$ cat config.mk
export PLATFORM = sky130hd
export DESIGN_NAME = numeric_text_classifier
export DESIGN_NICKNAME = d
export VERILOG_FILES = /design/src/rtl/ntc_pkg.sv /design/src/rtl/numeric_text_classifier.sv
export SDC_FILE = /design/constraint.sdc
export NUM_CORES = 1
export LEC_CHECK = 0
export ABC_AREA = 1
export BUFFER_PORTS_ARGS = -buffer_cell sky130_fd_sc_hd__buf_2
export CORE_MARGIN = 1.5
export CORE_UTILIZATION = 54
export CTS_CLUSTER_SIZE = 40
export DETAILED_ROUTE_END_ITERATION = 16
export GPL_ROUTABILITY_DRIVEN = 0
export GPL_TIMING_DRIVEN = 0
export PLACE_DENSITY = 0.78
export SYNTH_ARGS = -nofsm -noshare
export SYNTH_HDL_FRONTEND = slang
export SYNTH_SLANG_ARGS = --single-unit
$ cat constraint.sdc
create_clock -name aclk -period 2.05 [get_ports aclk]
set_clock_uncertainty 0.1 [all_clocks]
set_input_delay 0.1025 -clock aclk [delete_from_list [all_inputs] [get_ports aclk]]
set_output_delay 0.1025 -clock aclk [all_outputs]
set_load 0.1 [all_outputs]
$ cat src/rtl/ntc_pkg.sv
// Shared constants for the numeric text classifier: character codes and
// result class codes. No dependencies.
package ntc_pkg;

    localparam int CHAR_W  = 8;
    localparam int CLASS_W = 2;

    localparam logic [CHAR_W-1:0] CHAR_SPACE = 8'h20;
    localparam logic [CHAR_W-1:0] CHAR_PLUS  = 8'h2B;
    localparam logic [CHAR_W-1:0] CHAR_MINUS = 8'h2D;
    localparam logic [CHAR_W-1:0] CHAR_DOT   = 8'h2E;
    localparam logic [CHAR_W-1:0] CHAR_ZERO  = 8'h30;
    localparam logic [CHAR_W-1:0] CHAR_NINE  = 8'h39;
    localparam logic [CHAR_W-1:0] CHAR_EXP_L = 8'h65;
    localparam logic [CHAR_W-1:0] CHAR_EXP_U = 8'h45;

    typedef enum logic [CLASS_W-1:0] {
        CLASS_NONE = 2'd0,
        CLASS_INT  = 2'd1,
        CLASS_REAL = 2'd2
    } number_class_t;

endpackage

$ cat src/rtl/numeric_text_classifier.sv
// Numeric text classifier top level: character state machine between an
// input register and a result register. Depends on ntc_pkg.
//
// Takes one character of a text field per item and, on the item with
// s_tlast high, returns one item whose m_tdata[1:0] is 0 (not a number),
// 1 (integer) or 2 (real: has a dot or an exponent). Leading and trailing
// spaces are ignored; an item with s_tuser low carries no character. The
// block accepts one item per cycle while no last item is held: each item passes
// through the input register, where the phase update is a single state machine step, and a
// result then waits in the output register while further items stream in.
// A last item stalls only while the previous result is still untaken.
module numeric_text_classifier
    import ntc_pkg::*;
(
    input  logic        aclk,
    input  logic        aresetn,
    input  logic        s_tvalid,
    output logic        s_tready,
    input  logic [7:0]  s_tdata,   // [7:0] char_code
    input  logic        s_tuser,   // [0] has_char
    input  logic        s_tlast,   // is_last
    output logic        m_tvalid,
    input  logic        m_tready,
    output logic [7:0]  m_tdata    // [1:0] number_class, [7:2] zero
);

    typedef enum logic [3:0] {
        PH_LEAD     = 4'd0,
        PH_SIGN     = 4'd1,
        PH_INT      = 4'd2,
        PH_DOT_BARE = 4'd3,
        PH_FRAC     = 4'd4,
        PH_EXP      = 4'd5,
        PH_EXP_SIGN = 4'd6,
        PH_EXP_DIG  = 4'd7,
        PH_BAD      = 4'd8
    } phase_t;

    // input register
    logic                in_valid_reg, in_valid_next;
    logic [CHAR_W-1:0]   in_char_reg;
    logic                in_has_reg;
    logic                in_last_reg;

    // parse state
    phase_t              phase_reg, phase_next;
    logic                trail_reg, trail_next;

    // result register
    logic                out_valid_reg, out_valid_next;
    number_class_t       out_class_reg, out_class_next;

    logic                advance;
    logic                is_dig, is_sgn, is_exp, is_space;
    phase_t              step_phase;
    logic                step_trail;

    assign advance  = in_valid_reg && (!in_last_reg || !out_valid_reg || m_tready);
    assign s_tready = !in_valid_reg || advance;

    assign is_dig   = (in_char_reg >= CHAR_ZERO) && (in_char_reg <= CHAR_NINE);
    assign is_sgn   = (in_char_reg == CHAR_PLUS) || (in_char_reg == CHAR_MINUS);
    assign is_exp   = (in_char_reg == CHAR_EXP_L) || (in_char_reg == CHAR_EXP_U);
    assign is_space = (in_char_reg == CHAR_SPACE);

    // one character step
    always_comb begin
        step_phase = phase_reg;
        step_trail = trail_reg;
        if (in_has_reg) begin
            if (is_space) begin
                if (phase_reg != PH_LEAD) step_trail = 1'b1;
            end else if (trail_reg) begin
                // non-space after the trailing run
                step_phase = PH_BAD;
            end else begin
                unique case (phase_reg)
                    PH_LEAD: begin
                        if (is_sgn) step_phase = PH_SIGN;
                        else if (is_dig) step_phase = PH_INT;
                        else if (in_char_reg == CHAR_DOT) step_phase = PH_DOT_BARE;
                        else step_phase = PH_BAD;
                    end
                    PH_SIGN: begin
                        if (is_dig) step_phase = PH_INT;
                        else if (in_char_reg == CHAR_DOT) step_phase = PH_DOT_BARE;
                        else step_phase = PH_BAD;
                    end
                    PH_INT: begin
                        if (is_dig) step_phase = PH_INT;
                        else if (in_char_reg == CHAR_DOT) step_phase = PH_FRAC;
                        else if (is_exp) step_phase = PH_EXP;
                        else step_phase = PH_BAD;
                    end
                    PH_DOT_BARE: begin
                        step_phase = is_dig ? PH_FRAC : PH_BAD;
                    end
                    PH_FRAC: begin
                        if (is_dig) step_phase = PH_FRAC;
                        else if (is_exp) step_phase = PH_EXP;
                        else step_phase = PH_BAD;
                    end
                    PH_EXP: begin
                        if (is_sgn) step_phase = PH_EXP_SIGN;
                        else if (is_dig) step_phase = PH_EXP_DIG;
                        else step_phase = PH_BAD;
                    end
                    PH_EXP_SIGN, PH_EXP_DIG: begin
                        step_phase = is_dig ? PH_EXP_DIG : PH_BAD;
                    end
                    default: begin
                        step_phase = PH_BAD;
                    end
                endcase
            end
        end
    end

    always_comb begin
        in_valid_next  = (in_valid_reg && !advance) || (s_tvalid && s_tready);
        phase_next     = phase_reg;
        trail_next     = trail_reg;
        out_valid_next = out_valid_reg && !m_tready;
        out_class_next = out_class_reg;
        if (advance) begin
            if (in_last_reg) begin
                phase_next     = PH_LEAD;
                trail_next     = 1'b0;
                out_valid_next = 1'b1;
                case (step_phase)
                    PH_INT:              out_class_next = CLASS_INT;
                    PH_FRAC, PH_EXP_DIG: out_class_next = CLASS_REAL;
                    default:             out_class_next = CLASS_NONE;
                endcase
            end else begin
                phase_next = step_phase;
                trail_next = step_trail;
            end
        end
    end

    always_ff @(posedge aclk) begin
        if (!aresetn) begin
            in_valid_reg  <= 1'b0;
            phase_reg     <= PH_LEAD;
            trail_reg     <= 1'b0;
            out_valid_reg <= 1'b0;
        end else begin
            in_valid_reg  <= in_valid_next;
            phase_reg     <= phase_next;
            trail_reg     <= trail_next;
            out_valid_reg <= out_valid_next;
        end
    end

    // payload registers
    always_ff @(posedge aclk) begin
        if (s_tvalid && s_tready) begin
            in_char_reg <= s_tdata;
            in_has_reg  <= s_tuser;
            in_last_reg <= s_tlast;
        end
        out_class_reg <= out_class_next;
    end

    assign m_tvalid = out_valid_reg;
    assign m_tdata  = {{(8 - CLASS_W){1'b0}}, out_class_reg};

endmodule

==> key figures <==
Drt
  • DR iter-0 viols: 49
  • Drt total wl: 2600 um
  • Routed len/inst: roughly 11 um
  • DR DRC count: 0
  • Post-DRT Antenna Nets: 0
  • DRT Pass-1 Iters: 4
  • Via density per instance: roughly 4.8
  • Vias: roughly 1100

Layout
  • Register area: 502 um2
  • Multi-input logic area: 608 um2
  • Area grow syn2layout: 24.6%
  • Commonest non-fill, non-tap cells in the layout: 47 x nand2_1, 19 x inv_1, 18 x nor2_1
  • Filler cell count in the final layout: about 180
  • Layout cells sized above 1: 29.4%
  • Most common cell after layout, fill and taps aside: nand2_1
  • Nets: 219
  • Max reg flops: 8
  • N_diodes: 0

Global routing
  • Gr ovfl total: 0
  • Initial antenna violation count: 0
  • Pin count of the biggest net entering global routing: 12
  • Vias in the first global route: 1069
  • GRT Overall Usage: 23.5%
  • Global-route wire length before repair: ~4500 um

Worst setup path
  • Cell Chain, Critical Path: o21ai_1 -> nand2_2 -> nand2_1 -> nand2_1 -> nand3_1 -> nand2_1 -> nand2_2 -> inv_1 -> nand2_1 -> nor2_1
  • Worst r2r src: in_char_reg[2]
  • Worst path max stage delay: 0.48 ns
  • Reg2reg end: out_class_reg[0]
  • Max Fanout on Critical Path: 5
  • Crit path arrival time: 1.76 ns
  • Critical path endpoint category: flop
  • Crit Path Class: reg -> reg
  • Most used cell, CP: nand2_1
  • Setup crit start kind: flop
  • R2r setup slk: around 0.25 ns
  • CP top delay family: simple AND/OR/NAND/NOR gates
  • Reg2reg path depth: 10
  • Worst EP required: 2.01 ns
  • CP max stage cell: edfxtp_1
  • Worst Path Buf+Inv: 1

Clock network
  • Clock Root Buffer: clkbuf_4
  • Worst-Skew Late Latency: between 0.2 and 0.3 ns
  • Clk sinks: 19
  • Cts bufs inserted: 3
  • Setup Buffers After CTS: 0
  • H-Tree Depth: 1
  • CTS tree: yes
  • CTS max path bufs: 2
  • Worst-path clk slew: about 0.11 ns

STA
  • RSZ-0062 raised after global routing: false
  • Final Hold Viols: 0
  • Final setup fails: 0
  • Fmax: 556 MHz
  • Final period utilization: roughly 90%
  • Final worst path period need: 1.80 ns
  • Setup TNS: 0 ns
  • Final hold slack: 0.0677 ns
  • Slew Limit Fails: 0

Floorplanning
  • Die outline area: approximately 2600 um2
  • # rows: 17
  • Core Area: ~2200 um2
  • # IOs: 24
  • Die Y: 50.6 um
  • Initial core utilization: 56.3%
  • Die width: 50.6 um

Worst hold path
  • Hold Path End: in_valid_reg
  • Hold Path Class: in -> reg
  • Hold path depth: 4
  • Worst hold start: m_tready

Yosys
  • Sequential element share of the synthesized area: between 40% and 50%
  • YS warnings: 0
  • Cells after Synth: 166
  • Synth unique cells: 25
  • Post-Syn Area: 1220 um2
  • Avg Cell Area, Syn: between 7 and 8 um2
  • Synth Register Bits: 19

Placement
  • IO Port Bufs: 17
  • Post-DP HPWL: 1790 um

Run status
  • Status: completed

Power and ir drop
  • LEAKAGE: 0.736 nW
  • Post-layout power: 781 uW
  • Power density over the cells: 513 nW/um2
  • Max VDD drop: about 500 uV

Flow run
  • Max Cap Viol: 0
-- cells by family after synthesis --
kind of cell	after synthesis	synth area share, %
AND/OR/NAND/NOR	102	39.7
buffers and inverters	30	11.8
flip-flops	19	41.0
AO/OA/AOI/OAI	14	7.27
other	1	0.307
-- metrics by stage --
step	instance area (um2)	worst slack [ns]	util (%)	instances
after floorplan	1250	0.110	-	171
after global placement	1370	0.353	63.3	216
after detailed placement	1370	0.261	63.3	216
after CTS	1520	0.253	70.1	232
after global routing	1520	0.0635	70.1	232
final	1520	0.253	70.1	232
-- synthesized netlist by cell type --
cell type  instances  area [um2]
a21boi_1           1        7.51
nand2_2           11        68.8
nand2_1           47         176
buf_4              6        45.0
nor2_2             6        37.5
clkinv_2           1        5.00
nor3_1             1        5.00
a21oi_2            3        26.3
nand4_2            1        12.5
a21oi_1            5        25.0
nor2_1            18        67.6
edfxtp_1          12         360
conb_1             1        3.75
nand3_1           12        60.1
dfxtp_1            7         140
o21ba_2            1        10.0
o21ai_1            1        5.00
nor2_4             1        11.3
nand4_1            1        6.26
inv_2              3        11.3
buf_6              1        11.3
nand3_2            3        30.0
inv_1             19        71.3
nor4b_1            1        8.76
o21ai_0            3        15.0
-- tightest hold or removal path, delay by kind of cell --
| family | cells | cell delay (ns) |
|---|---|---|
| compound gates | 1 | 0.07 |
| simple gates | 2 | 0.16 |
| buf+inv | 1 | 0.08 |
-- area by class of cell --
cell class	count	share of cell area, %
Sequential cell	19	33.0
Clock inverter	1	0.329
Tap cell	28	2.30
Inverter	23	5.76
Clock buffer	3	1.48
Multi-Input combinational cell	122	40.0
Timing Repair Buffer	29	13.5
Buffer	7	3.70
-- what timing repair did --
action | 4_1_cts | 5_1_grt
gates resized for setup | 0 | 0
endpoints found under the hold margin | 13 | 0
hold buffers | 12 | 0
-- worst max path at each step --
| stage | from | slack, ns | endpoint | cells past startpoint |
|---|---|---|---|---|
| 4_1_cts | in_char_reg[1] | 0.25 | out_class_reg[0] | 10 |
| 3_3_place_gp | in_char_reg[1] | 0.35 | out_class_reg[1] | 10 |
| 3_5_place_dp | in_char_reg[1] | 0.26 | out_class_reg[0] | 10 |
| 5_1_grt | in_char_reg[2] | 0.06 | out_class_reg[0] | 10 |
| 2_1_floorplan | m_tvalid | 0.11 | in_char_reg[0] | 5 |
| 6_report | in_char_reg[2] | 0.25 | out_class_reg[0] | 10 |
-- power breakdown --
group | internal (mW) | switching, mW
clock network | 0.0725 | 0.115
registers | 0.423 | 0.0109
logic | 0.0483 | 0.111
total | 0.543 | 0.237
-- metal layers --
metal / GRT usage [%] / part of all wire [%] / vias up
li1: - / - / 588
met1: 27.9 / 41 / 501
met2: 43.9 / 53 / 30
met3: 2.98 / 4.3 / 4
met4: 7.21 / 0.96 / 0
met5: 0 / 0 / -
(Power assumes the default switching activity.)
